### config.mk
export PLATFORM = sky130hd
export DESIGN_NAME = ntc_log_step
export DESIGN_NICKNAME = d
export VERILOG_FILES = /design/src/rtl/core/ntc_pkg.sv /design/src/rtl/core/ntc_log_step.sv
export SDC_FILE = /design/constraint.sdc
export NUM_CORES = 2
export LEC_CHECK = 0
export BUFFER_PORTS_ARGS = -buffer_cell sky130_fd_sc_hd__buf_2
export CAP_MARGIN = 20
export CORE_UTILIZATION = 30
export DETAILED_ROUTE_END_ITERATION = 10
export SLEW_MARGIN = 30
export SYNTH_ARGS = -nofsm -noshare
export SYNTH_HDL_FRONTEND = slang
export SYNTH_SLANG_ARGS = --single-unit
### constraint.sdc
create_clock -name aclk -period 10.1 [get_ports aclk]
set_input_delay 1.01 -clock aclk [delete_from_list [all_inputs] [get_ports aclk]]
set_output_delay 1.01 -clock aclk [all_outputs]
set_load 0.005 [all_outputs]
### src/rtl/core/ntc_pkg.sv
// Shared types, constants and helper functions for the NTC thermistor converter.
// No dependencies; every module of the converter imports this package.
`default_nettype none
package ntc_pkg;

    localparam int ADC_BITS  = 12;
    localparam int FULL      = (1 << ADC_BITS) - 1;
    localparam int EXP_W     = $clog2(ADC_BITS);
    localparam int M_W       = 31;
    localparam int SH_W      = $clog2(M_W);
    localparam int FRAC_BITS = 24;
    localparam int LOG_W     = EXP_W + FRAC_BITS;
    localparam int LN2_W     = 30;
    localparam int D_W       = 46;
    localparam int R_W       = D_W - 1;
    localparam int N_W       = 62;
    localparam int Q_W       = 22;
    localparam int T_W       = 24;
    localparam int RECIP_SH  = 27;
    localparam int V_W       = T_W - RECIP_SH + 21;
    localparam int TEMP_W    = 15;

    localparam logic [LN2_W-1:0] LN2_Q30     = LN2_W'(744261118);
    localparam logic [N_W-1:0]   NUM_C       = N_W'(64'd188430800000 << 24);
    localparam logic [D_W-1:0]   D_BASE      = D_W'(64'd395000 << 24);
    localparam logic [15:0]      T0_SCALED   = 16'd29815;
    localparam logic [T_W-1:0]   KELVIN_OFS  = T_W'(437040);
    localparam logic [20:0]      RECIP_100   = 21'd1342177;

    localparam logic signed [TEMP_W-1:0] TEMP_MIN     = -15'sd4371;
    localparam logic signed [TEMP_W-1:0] TEMP_MAX     = 15'sd15999;
    localparam logic signed [TEMP_W-1:0] TEMP_ZERO    = -15'sd1584;
    localparam logic signed [TEMP_W-1:0] TEMP_FULL    = -15'sd4370;
    localparam logic signed [TEMP_W-1:0] TEMP_CORRUPT = 15'sd15998;

    localparam logic signed [TEMP_W-1:0] LOW_RESET  = -15'sd640;
    localparam logic signed [TEMP_W-1:0] HIGH_RESET = 15'sd2000;

    typedef enum logic [1:0] {
        REG_LOW_LIMIT  = 2'd0,
        REG_HIGH_LIMIT = 2'd1,
        REG_CORRUPT    = 2'd2,
        REG_NONE       = 2'd3
    } ntc_reg_t;

    typedef struct packed {
        logic             valid;
        logic             zero;
        logic             full;
        logic             nonpos;
        logic [EXP_W-1:0] exp_a;
        logic [EXP_W-1:0] exp_b;
    } ntc_side_t;

    function automatic logic [EXP_W-1:0] lead_one(input logic [ADC_BITS-1:0] n);
        logic [EXP_W-1:0] e;
        e = '0;
        for (int i = 0; i < ADC_BITS; i++) begin
            if (n[i]) begin
                e = EXP_W'(i);
            end
        end
        return e;
    endfunction

    function automatic logic [M_W-1:0] normalize(input logic [ADC_BITS-1:0] n,
                                                 input logic [EXP_W-1:0] e);
        logic [SH_W-1:0] sh;
        sh = SH_W'(M_W - 1) - SH_W'(e);
        return M_W'(n) << sh;
    endfunction

endpackage
`default_nettype wire

### src/rtl/core/ntc_log_step.sv
// One squaring step of the log2 fraction for both divider operands.
// Depends on ntc_pkg.
`default_nettype none
module ntc_log_step (
    input  wire logic                        aclk,
    input  wire logic                        aresetn,
    input  wire logic                        en,
    input  wire ntc_pkg::ntc_side_t          side_in,
    input  wire logic [ntc_pkg::M_W-1:0]     ma_in,
    input  wire logic [ntc_pkg::M_W-1:0]     mb_in,
    input  wire logic [ntc_pkg::FRAC_BITS-1:0] fa_in,
    input  wire logic [ntc_pkg::FRAC_BITS-1:0] fb_in,
    output ntc_pkg::ntc_side_t               side_out,
    output logic [ntc_pkg::M_W-1:0]          ma_out,
    output logic [ntc_pkg::M_W-1:0]          mb_out,
    output logic [ntc_pkg::FRAC_BITS-1:0]    fa_out,
    output logic [ntc_pkg::FRAC_BITS-1:0]    fb_out
);
    import ntc_pkg::*;

    logic [2*M_W-1:0]     sq_a, sq_b;
    logic [M_W:0]         t_a, t_b;
    ntc_side_t            side_reg;
    logic [M_W-1:0]       ma_reg, mb_reg, ma_next, mb_next;
    logic [FRAC_BITS-1:0] fa_reg, fb_reg, fa_next, fb_next;

    // Square the Q30 mantissa; a result of two or more yields a fraction bit of one.
    always_comb begin
        sq_a    = {{M_W{1'b0}}, ma_in} * {{M_W{1'b0}}, ma_in};
        sq_b    = {{M_W{1'b0}}, mb_in} * {{M_W{1'b0}}, mb_in};
        t_a     = sq_a[2*M_W-1:M_W-1];
        t_b     = sq_b[2*M_W-1:M_W-1];
        ma_next = t_a[M_W] ? t_a[M_W:1] : t_a[M_W-1:0];
        mb_next = t_b[M_W] ? t_b[M_W:1] : t_b[M_W-1:0];
        fa_next = {fa_in[FRAC_BITS-2:0], t_a[M_W]};
        fb_next = {fb_in[FRAC_BITS-2:0], t_b[M_W]};
    end

    always_ff @(posedge aclk) begin
        if (!aresetn) begin
            side_reg <= '0;
        end else if (en) begin
            side_reg <= side_in;
        end
    end

    always_ff @(posedge aclk) begin
        if (en) begin
            ma_reg <= ma_next;
            mb_reg <= mb_next;
            fa_reg <= fa_next;
            fb_reg <= fb_next;
        end
    end

    assign side_out = side_reg;
    assign ma_out   = ma_reg;
    assign mb_out   = mb_reg;
    assign fa_out   = fa_reg;
    assign fb_out   = fb_reg;

endmodule
`default_nettype wire

* Word-level counts from Yosys, hierarchy flattened *
Index checks and enable logic that the tools add are counted.

cells by class
  add/sub/neg operators = 0
  $mul = 2
  div/mod/pow operators = 0
  magnitude comparators = 0
  equality and inequality tests = 0
  shift operators = 0
  muxes and demuxes = 2
  bitwise logic cells = 0
  reductions and logical operators = 0

operators by type and width
  cell                                            number
  31-bit by 31-bit multiplier with 62-bit output  2
  30-bit two-way mux                              2

storage, ports and cells
  register bits after elaboration = 122
  bits in latches = 0
  memory bits (writable) = 0
  memory bits (read-only) = 0
  bits of input ports = 125
  logic and storage cells = 16
  memories = 0

* Logic depth before layout (Yosys ltp) *
  depth in word-level cells = 2
  depth in mapped cells = 33
  gate-level depth less buffers = 28

* Worst setup path after synthesis *
No wires, ideal clock.

  kind = input -> register
  start point = in mb_in[5] (netlist bit)
  end point = reg mb_reg[13], in the netlist mb_out[13] (data pin)
  setup time = 0.260 ns
  data arrival time = 8.494 ns
  data required time = 9.840 ns
  setup slack = 1.345 ns
  stages on the path = 27
  path through = clkbuf_1 -> clkbuf_1 -> nand2_1 -> fa_1 -> inv_1 -> fa_1 -> fa_1 -> inv_1 -> fa_1 -> inv_1 -> fa_1 -> fa_1 -> fa_1 -> inv_1 -> fa_1 -> inv_1 -> ha_1 -> a21o_1 -> o21bai_1 -> o31ai_1 -> a2111oi_4 -> nor3_2 -> o31a_1 -> a21boi_4 -> nor3_4 -> buf_6 -> mux2_4

on the way
  word-level cells in the longest chain between the ends = 2

RTL lines
  element                                         line                RTL
  start, declared                                 ntc_log_step.sv:10  input wire logic [ntc_pkg::M_W-1:0] mb_in,
  31-bit by 31-bit multiplier with 62-bit output  ntc_log_step.sv:30  sq_b = {{M_W{1'b0}}, mb_in} * {{M_W{1'b0}}, mb_in};
  30-bit two-way mux                              ntc_log_step.sv:34  mb_next = t_b[M_W] ? t_b[M_W:1] : t_b[M_W-1:0];
  named net mb_next[13]                           ntc_log_step.sv:24  logic [M_W-1:0] ma_reg, mb_reg, ma_next, mb_next;
  end signal, assigned                            ntc_log_step.sv:50  mb_reg <= mb_next;
  end, declared                                   ntc_log_step.sv:24

The timed path passes the listed nets, and every way through them passes these cells.
A chain may end at the register's enable or synchronous reset.

* Worst setup path after layout *
  start point = in mb_in[15] (netlist bit)
  end point = reg mb_reg[0], in the netlist mb_out[0] (data pin)

The elaborated chain is that of the path after synthesis.

==> results.toml <==
[outcome]
status = "finished clean"

[synthesis]
postSynthAreaPerCell_um2 = 9.65
async_flop_share_pct = 0
synthDistinctLibCells = 77
syn_nets = 8178
yosys.area.top_type_share_pct = 51.4
synth_area_um2 = 58200
synth_warnings = 0
synthTopCellsByArea = "fa_1 (51%), inv_1 (12%), ha_1 (11%), edfxtp_1 (5.7%), and2_1 (4.1%)"
synth_cells = 6025
synth.ff_latch_count = 122
yosysTopAreaCell = "fa_1"
yosysSeqAreaShare_pct = 6.09
synth_edf_count = 110
ys.flop_type = "edfxtp_1"

[route]
drc = 0
vias = 39800
wl_per_cell_um = 17.6
drt_iter0_markers = 1999
viasPerCell = 4.55
antenna_left = 0
routed_wirelength_mm = 154
first_pass_iters = 5

[timing]
final-setup-viol-count = 0
tightest_slew_ns = 0.965
hold_viol = 0
slew_headroom_pct = 35.7
period_needed_ns = 9.24
max_freq_ghz = 0.108
rsz0062_at_grt = "no"
fin_worst_skew_ns = 0
period_share_pct = 91.5
finalMaxSlewViolations = 0
setup-tns-final_ns = 0

[place]
gp_congestion = 0.901
place_area_um2 = 62600
io_buffers = 244
hpwl_mm = 131

[clocking]
cts_made_buffers = 17
cts_tree = "built"
clk_pin_slew_ns = 0.07
insertion_delay_ns = 0.51
hold_buffers = 0
cts_resized = 0
postCtsSetupBuffers = 0
cts_sinks = 122
htree_levels = 4
clockBufferDepth = 2
root_buffer = "clkbuf_16"

[final_layout]
layout_common_cells = "inv_1 (1830), fa_1 (1494), nand2_1 (609)"
seq_area_um2 = 3540
nets = 8334
nFillCells = 19800
syn_to_final_growth_pct = 8.66
layout-drive-gt1-share_pct = 7.22
stdcell_area_um2 = 63200
multi_input_area_um2 = 46900
post-route-util_pct = 32.8
final_common_cell = "inv_1"

[worst_setup_path]
crit_fanout = 9
cp_data_arrival_time_ns = 9.51
cpMostUsedCell = "fa_1"
worstSetupStartpointType = "input port"
r2r_cells = 2
slowest_stage = "fa_1"
path_class = "in2reg"
crit_required_ns = 10.37
max_stage_delay_ns = 0.56
crit_path_end_kind = "register"

[global_routing]
gr-usage-met3_pct = 1.87
grt.total_usage_pct = 16.4
grt_overflow_total = 0
grt_max_degree = 77
grt_busiest_layer = "met2"
antenna_found_initial = 11
grt_pass1_wl_mm = 250
met1_usage_pct = 21.6
grt_pass1_vias = 44900
met2_usage_pct = 27.5

[die]
start_util_pct = 30.2
fp.dieW_um = 442
die-area_um2 = 196000
die_height_um = 442
row_count = 161
io_pins = 247
core_um2 = 193000

[hold_path]
min_delay_path_depth = 2
hold_path_class = "reg2reg"

[job]
drv_cap = 0
## logic make-up after synthesis
family	share of synthesized area (%)
muxes	1.21
AOI/OAI and AO/OA	4.47
DFF	6.09
adders and majority gates	62.9
xor gates and xnor gates	1.64
and+or+nand+nor	10.4
buffers and inverters	13.3
## Yosys cell counts, types with 27 or more instances
cell	n
nor2_1	114
nor2b_1	37
o21ai_0	73
a21oi_1	131
xor2_1	48
inv_1	1830
nand2_1	609
a21o_1	47
and2_1	380
fa_1	1494
clkbuf_1	197
xnor2_1	61
mux2i_1	27
edfxtp_1	110
nand4_1	28
ha_1	534
## per-layer routing
| layer | vias up | wire (um) |
|---|---|---|
| met4 | 0 | 6800 |
| met3 | 200 | 7250 |
| met5 | - | 0 |
| met1 | 20700 | 65400 |
| li1 | 17900 | - |
| met2 | 965 | 74200 |
## through the flow
stage,hold slack [ns],instances,setup WS (ns)
after global placement,0.493,8688,0.375
after CTS,0.529,8720,0.872
after detailed placement,0.510,8688,0.307
after global routing,0.559,8740,0.462
after floorplan,0.507,6025,1.35
final,0.520,8741,0.861
## flip-flops by register name, summed over array words and instances, names as in the netlist
name,count
fa_out,24
fb_out,24
ma_out,31
mb_out,31
side_out,12
## critical path: cells and delay by family
family | cells | cell delay [ns]
simple gates | 7 | 1.62
buf+inv | 6 | 1.28
mux | 1 | 0.34
fa+ha+maj | 9 | 4.23
compound gates | 3 | 0.96
## final cells by class
type | count | share of cell area [%]
tap | 2526 | 5.00
antenna | 21 | 0.0831
sequential | 122 | 5.61
clock inverter | 14 | 0.226
multi-input combinational | 3856 | 74.2
clock buffer | 18 | 0.713
timing repair buffer | 351 | 3.25
inverter | 1833 | 10.9
## worst paths after layout
path	from	end	slack, ns
worst max-delay path	mb_in[15]	mb_out[0]$_DFFE_PP_	0.86
worst min-delay path	side_out[2]$_SDFFE_PN0P_	side_out[2]$_SDFFE_PN0P_	0.52
worst max register to register	side_out[6]$_SDFFE_PN0P_	side_out[6]$_SDFFE_PN0P_	9.48
worst min register to register	side_out[2]$_SDFFE_PN0P_	side_out[2]$_SDFFE_PN0P_	0.52
Power is not shown: default switching activity piles up to over one toggle a cycle in this logic, so the estimate is an artifact.
