[src/rtl/core/ntc_pkg.sv]
// Shared types, constants and helper functions for the NTC thermistor converter.
// No dependencies; every module of the converter imports this package.
`default_nettype none
package ntc_pkg;

    localparam int ADC_BITS  = 12;
    localparam int FULL      = (1 << ADC_BITS) - 1;
    localparam int EXP_W     = $clog2(ADC_BITS);
    localparam int M_W       = 31;
    localparam int SH_W      = $clog2(M_W);
    localparam int FRAC_BITS = 24;
    localparam int LOG_W     = EXP_W + FRAC_BITS;
    localparam int LN2_W     = 30;
    localparam int D_W       = 46;
    localparam int R_W       = D_W - 1;
    localparam int N_W       = 62;
    localparam int Q_W       = 22;
    localparam int T_W       = 24;
    localparam int RECIP_SH  = 27;
    localparam int V_W       = T_W - RECIP_SH + 21;
    localparam int TEMP_W    = 15;

    localparam logic [LN2_W-1:0] LN2_Q30     = LN2_W'(744261118);
    localparam logic [N_W-1:0]   NUM_C       = N_W'(64'd188430800000 << 24);
    localparam logic [D_W-1:0]   D_BASE      = D_W'(64'd395000 << 24);
    localparam logic [15:0]      T0_SCALED   = 16'd29815;
    localparam logic [T_W-1:0]   KELVIN_OFS  = T_W'(437040);
    localparam logic [20:0]      RECIP_100   = 21'd1342177;

    localparam logic signed [TEMP_W-1:0] TEMP_MIN     = -15'sd4371;
    localparam logic signed [TEMP_W-1:0] TEMP_MAX     = 15'sd15999;
    localparam logic signed [TEMP_W-1:0] TEMP_ZERO    = -15'sd1584;
    localparam logic signed [TEMP_W-1:0] TEMP_FULL    = -15'sd4370;
    localparam logic signed [TEMP_W-1:0] TEMP_CORRUPT = 15'sd15998;

    localparam logic signed [TEMP_W-1:0] LOW_RESET  = -15'sd640;
    localparam logic signed [TEMP_W-1:0] HIGH_RESET = 15'sd2000;

    typedef enum logic [1:0] {
        REG_LOW_LIMIT  = 2'd0,
        REG_HIGH_LIMIT = 2'd1,
        REG_CORRUPT    = 2'd2,
        REG_NONE       = 2'd3
    } ntc_reg_t;

    typedef struct packed {
        logic             valid;
        logic             zero;
        logic             full;
        logic             nonpos;
        logic [EXP_W-1:0] exp_a;
        logic [EXP_W-1:0] exp_b;
    } ntc_side_t;

    function automatic logic [EXP_W-1:0] lead_one(input logic [ADC_BITS-1:0] n);
        logic [EXP_W-1:0] e;
        e = '0;
        for (int i = 0; i < ADC_BITS; i++) begin
            if (n[i]) begin
                e = EXP_W'(i);
            end
        end
        return e;
    endfunction

    function automatic logic [M_W-1:0] normalize(input logic [ADC_BITS-1:0] n,
                                                 input logic [EXP_W-1:0] e);
        logic [SH_W-1:0] sh;
        sh = SH_W'(M_W - 1) - SH_W'(e);
        return M_W'(n) << sh;
    endfunction

endpackage
`default_nettype wire

[src/rtl/core/ntc_div_step.sv]
// One restoring step of the Kelvin divider: one quotient bit per stage.
// Depends on ntc_pkg.
`default_nettype none
module ntc_div_step (
    input  wire logic                    aclk,
    input  wire logic                    aresetn,
    input  wire logic                    en,
    input  wire ntc_pkg::ntc_side_t      side_in,
    input  wire logic [ntc_pkg::R_W-1:0] d_in,
    input  wire logic [ntc_pkg::R_W-1:0] r_in,
    input  wire logic [ntc_pkg::Q_W-1:0] n_in,
    input  wire logic [ntc_pkg::Q_W-1:0] q_in,
    output ntc_pkg::ntc_side_t           side_out,
    output logic [ntc_pkg::R_W-1:0]      d_out,
    output logic [ntc_pkg::R_W-1:0]      r_out,
    output logic [ntc_pkg::Q_W-1:0]      n_out,
    output logic [ntc_pkg::Q_W-1:0]      q_out
);
    import ntc_pkg::*;

    logic [R_W:0]   rs, diff;
    logic           ge;
    ntc_side_t      side_reg;
    logic [R_W-1:0] d_reg, r_reg, r_next;
    logic [Q_W-1:0] n_reg, q_reg;

    always_comb begin
        rs     = {r_in, n_in[Q_W-1]};
        ge     = rs >= {1'b0, d_in};
        diff   = rs - {1'b0, d_in};
        r_next = ge ? diff[R_W-1:0] : rs[R_W-1:0];
    end

    always_ff @(posedge aclk) begin
        if (!aresetn) begin
            side_reg <= '0;
        end else if (en) begin
            side_reg <= side_in;
        end
    end

    always_ff @(posedge aclk) begin
        if (en) begin
            d_reg <= d_in;
            r_reg <= r_next;
            n_reg <= {n_in[Q_W-2:0], 1'b0};
            q_reg <= {q_in[Q_W-2:0], ge};
        end
    end

    assign side_out = side_reg;
    assign d_out    = d_reg;
    assign r_out    = r_reg;
    assign n_out    = n_reg;
    assign q_out    = q_reg;

endmodule
`default_nettype wire

[config.mk]
export PLATFORM = sky130hd
export DESIGN_NAME = ntc_div_step
export DESIGN_NICKNAME = d
export VERILOG_FILES = /design/src/rtl/core/ntc_pkg.sv /design/src/rtl/core/ntc_div_step.sv
export SDC_FILE = /design/constraint.sdc
export NUM_CORES = 1
export LEC_CHECK = 0
export BUFFER_PORTS_ARGS = -buffer_cell sky130_fd_sc_hd__buf_2
export CAP_MARGIN = 20
export CORE_MARGIN = 5
export CORE_UTILIZATION = 45
export CTS_CLUSTER_SIZE = 16
export DETAILED_ROUTE_END_ITERATION = 16
export PLACE_DENSITY = 0.76
export SLEW_MARGIN = 20
export SYNTH_ARGS = -nofsm -noshare
export SYNTH_HDL_FRONTEND = slang
export SYNTH_SLANG_ARGS = --single-unit
[constraint.sdc]
create_clock -name aclk -period 9.6 [get_ports aclk]
set_input_delay 1.92 -clock aclk [delete_from_list [all_inputs] [get_ports aclk]]
set_output_delay 1.92 -clock aclk [all_outputs]
set_load 0.03 [all_outputs]
Word level (Yosys, flattened, before mapping)

Cells that the tools add are included.

Word-level logic and storage cells: 13
Register bits: 145

$add $sub $neg: 1
Muxes and demuxes: 1
$lt $le $gt $ge: 1

Operators by type and width:

| cell                                         | count |
|---|---|
| greater-or-equal comparator 46 x 45 -> 1 bit | 1 |
| two-way mux 45 bit                           | 1 |
| subtractor 45 bit                            | 1 |

Depth between registers and ports, before layout

Word-level depth: 2
Mapped depth: 15
Mapped depth without buffers: 13

Least setup slack after synthesis

Ideal clock, no wire load.

Path type: input -> register
Start: input port n_in[21] (netlist name)
End: register r_reg[10], in the netlist r_out[10] (data pin)
Path slack: 5139 ps
Required time: 9340 ps
Stages: 14
Data arrival time: 4201 ps
Path buffers: 1
Setup time: 260 ps
Path through: inv_1 ha_1 inv_1 fa_1 a21oi_1 o211ai_1 nand3_1 a211o_1 a21oi_2 o211a_4 nor2_4 inv_4 buf_6 mux2_4

Longest elaborated chain between the ends: 2
Elaborated cells on any way between the ends: 3
Classes of those cells: add/sub: 1; order compare: 1; mux: 1

RTL lines:

| what                                                                              | RTL line                               | text |
|---|---|---|
| start, declared                                                                   | ntc_div_step.sv:11                     | `input wire logic [ntc_pkg::Q_W-1:0] n_in,` |
| subtractor 45 bit or greater-or-equal comparator 46 x 45 -> 1 bit (tied branches) | ntc_div_step.sv:30, ntc_div_step.sv:29 |  |
| two-way mux 45 bit *                                                              | ntc_div_step.sv:31                     | `r_next = ge ? diff[R_W-1:0] : rs[R_W-1:0];` |
| named net r_next[10]                                                              | ntc_div_step.sv:24                     | `logic [R_W-1:0] d_reg, r_reg, r_next;` |
| end signal, assigned                                                              | ntc_div_step.sv:45                     | `r_reg <= r_next;` |
| end, declared                                                                     | ntc_div_step.sv:24                     |  |

Mark *: on every way through the listed nets, which the timed path passes. The rest lies on a longest branch.
A chain may end at the register's enable or synchronous reset.

Worst setup path after layout

Start: input port d_in[22] (netlist name)
End: register r_reg[3], in the netlist r_out[3] (data pin)

Longest elaborated chain between the ends: 2

RTL lines:

| what                                         | RTL line           | text |
|---|---|---|
| start, declared                              | ntc_div_step.sv:9  | `input wire logic [ntc_pkg::R_W-1:0] d_in,` |
| greater-or-equal comparator 46 x 45 -> 1 bit | ntc_div_step.sv:29 | `ge = rs >= {1'b0, d_in};` |
| two-way mux 45 bit                           | ntc_div_step.sv:31 |  |
| named net r_next[3]                          | ntc_div_step.sv:24 |  |

The timed path passes the listed nets, and every way through them passes these cells.

==> out/results.ini <==
[worst_hold_path]
min_from=side_out[5]
min_path_type=reg -> reg
worstHoldEndpoint=side_out[5]
hold_path_depth=2

[power_and_ir_drop]
p_int_mw=1.31
pwr-share-clk=0.331
p_comb_frac=0.267
ir_drop_uv=120
power_mw=1.95
leakage_nw=4.69
p_per_area_nw_per_um2=190
sequentialPowerShare=0.402
p_switching_mw=0.632
swShare=0.325

[detailed_routing]
vias=6568
drtIter0Drc=419
routedWlPerCell_um=18.3
firstDrtPassIters=5
ant_nets=0
drt_wl_total_um=22400
post-route-drc-count=0
via_per_inst=5.37

[grt]
grt_pass1_wl_um=33500
grt.overflow.total=0
grt_pass1_vias=6411
grt_max_degree=94
grt_antenna_before_repair=1
track_usage=0.207

[critical_path]
reg2reg_depth=2
crit_fanout=41
crit_top_cell=nor4_1
required_ns=9.77
startpoint_type=input pin
crit_slowest_cell=nor4_1
reg2reg_slack_ns=8.96
cp_cell_sequence=buf_2, inv_1, ha_1, nand2_1, nor4_1, nand4_1, nor4_1, a211o_1, a21o_1, nor2_4, inv_4, mux2_2
crit_type=in -> reg
slowest_delay_ns=0.61
reg2reg_from=side_out[8]
cp-end-kind=flop
crit_family=simple AND/OR/NAND/NOR gates
arrival_ns=5.47
r2r-end=side_out[8]
worst-path-buf-inv=3

[timing]
rsz0062_at_grt=no
slew_headroom=0.418
period_share=0.552
hold_ws_ns=0.517
fin_tns_setup_ns=0
final_hold_viol_count=0
slew_viol_final=0
finClkSkew_ns=0
fmax_ghz=0.189
setup_viol=0
worst_pin_slew_ns=0.873
timing.final.crit_period_ns=5.30

[clocking]
cts_tree=built
cts.htree.levels=4
cts_made_buffers=17
clock_sinks=145
cts_resized=0
holdBufCountCts=0
path_clk_slew_ns=0.07
post_cts.repair.setup_buffers=0
cts_buffer_depth=2
root_buffer=clkbuf_16
clock_insertion_delay_worst_skew_ns=0.42

[floorplanning]
die_y_um=144
die_w_um=144
pin_count=295
rows=49
start_util=0.453
die-area_um2=20700
core_um2=17800

[place]
gp_congestion=0.896
placed_area_um2=9690
hpwl_um=17100
io_buffers=292

[synthesis]
netlist_area_um2=8060
synth_area_per_cell_um2=11.7
synth_commonest_cells=edfxtp_1 (133), a21oi_1 (61), inv_1 (58)
synthTopCellsByArea=edfxtp_1 (50%), ha_1 (7.0%), mux2_4 (4.8%)
synth-edff-count=133
syn_inst=689
async_flop_share=0
ys_ff_latch=145
netlist.area_leader.share=0.496
ys_types=69
synth.net_count=884
ys_seq_area_frac=0.525
yosys_warnings=0
yosysMostFrequentCell=edfxtp_1
synth_top_area_cell=edfxtp_1
ys.flop_type=edfxtp_1

[finish]
fillers=1551
fin_nets=1175
area_growth_pct=27.3
drive_gt1_frac=0.374
final_core_util=0.577
postLayoutCellArea_um2=10300

[job]
drv_cap=0

[run_status]
status=finished clean

==> metal layers <==
metal | global-route usage | routed length (um) | vias to the layer above
li1 | - | - | 3162
met1 | 0.261 | 9150 | 3118
met2 | 0.350 | 10900 | 260
met3 | 0.0502 | 1870 | 28
met4 | 0.0699 | 408 | 0
met5 | 0 | 0 | -
==> worst max path at each step <==
stage | from | endpoint | slack [ns] | depth (start not counted)
5_1_grt | d_in[22] | r_out[3] | 4.07 | 12
6_report | d_in[22] | r_out[3] | 4.30 | 12
3_5_place_dp | d_in[22] | r_out[3] | 3.92 | 12
4_1_cts | d_in[22] | r_out[3] | 4.35 | 12
3_3_place_gp | d_in[23] | r_out[3] | 3.97 | 12
2_1_floorplan | n_in[21] | r_out[10] | 5.14 | 14
==> area by class of cell <==
cell class / count / area (um^2) / share of cell area
sequential: 145 / 4230 / 0.413
multi-input combinational: 464 / 3470 / 0.338
timing repair buffer: 293 / 1480 / 0.144
clock buffer: 19 / 454 / 0.0443
tap: 229 / 287 / 0.0279
inverter: 59 / 224 / 0.0218
clock inverter: 13 / 110 / 0.0107
antenna: 1 / 2.50 / 0.000244
==> stage by stage <==
step                      setup WS (ns)  std cells
after global placement             3.97       1190
after CTS                          4.35       1222
final                              4.30       1223
after global routing               4.07       1223
after floorplan                    5.14        689
after detailed placement           3.92       1190
==> power by group through the flow <==
stage / clock [mW] / sequential (mW) / combinational, mW
6_report: 0.644 / 0.783 / 0.519
5_1_grt: 0.685 / 0.789 / 0.558
4_1_cts: 0.657 / 0.784 / 0.521
3_5_place_dp: 0 / 0.797 / 0.517
3_3_place_gp: 0 / 0.794 / 0.510
2_1_floorplan: 0 / 0.933 / 0.226
==> cells in the final DEF (no fill, tap or decap), types with 8 or more instances in the layout <==
cell type,n
a21o_1,16
a21oi_1,61
and2_1,8
and3_1,8
buf_2,291
clkbuf_16,18
dfxtp_1,12
edfxtp_1,133
ha_1,45
inv_1,58
mux2_4,26
mux2i_1,12
nand2_1,49
nand3_1,12
nand4_1,11
nor2_1,21
nor2b_1,21
nor3_1,16
o21a_1,10
o21ai_0,29
xnor2_1,21
xor2_1,13
==> state kept, by name, indices dropped and copies added, names as in the netlist <==
name      count
d_out        45
n_out        21
q_out        22
side_out     12
r_out        45
==> cell families after synthesis <==
kind of cell / after synthesis / synth area share
DFF: 145 / 0.525
other: 1 / 0.000465
xor gates and xnor gates: 34 / 0.0370
muxes: 41 / 0.0675
AOI/OAI and AO/OA: 180 / 0.151
and+or+nand+nor: 162 / 0.103
adders and majority gates: 46 / 0.0724
buffers and inverters: 80 / 0.0438
==> worst min-delay path: stages (launching register included) <==
cell and delay, ns:
dfxtp_1 0.32, mux2i_1 0.06, nor2b_1 0.10
No activity file was read; power rests on OpenSTA's default activity.
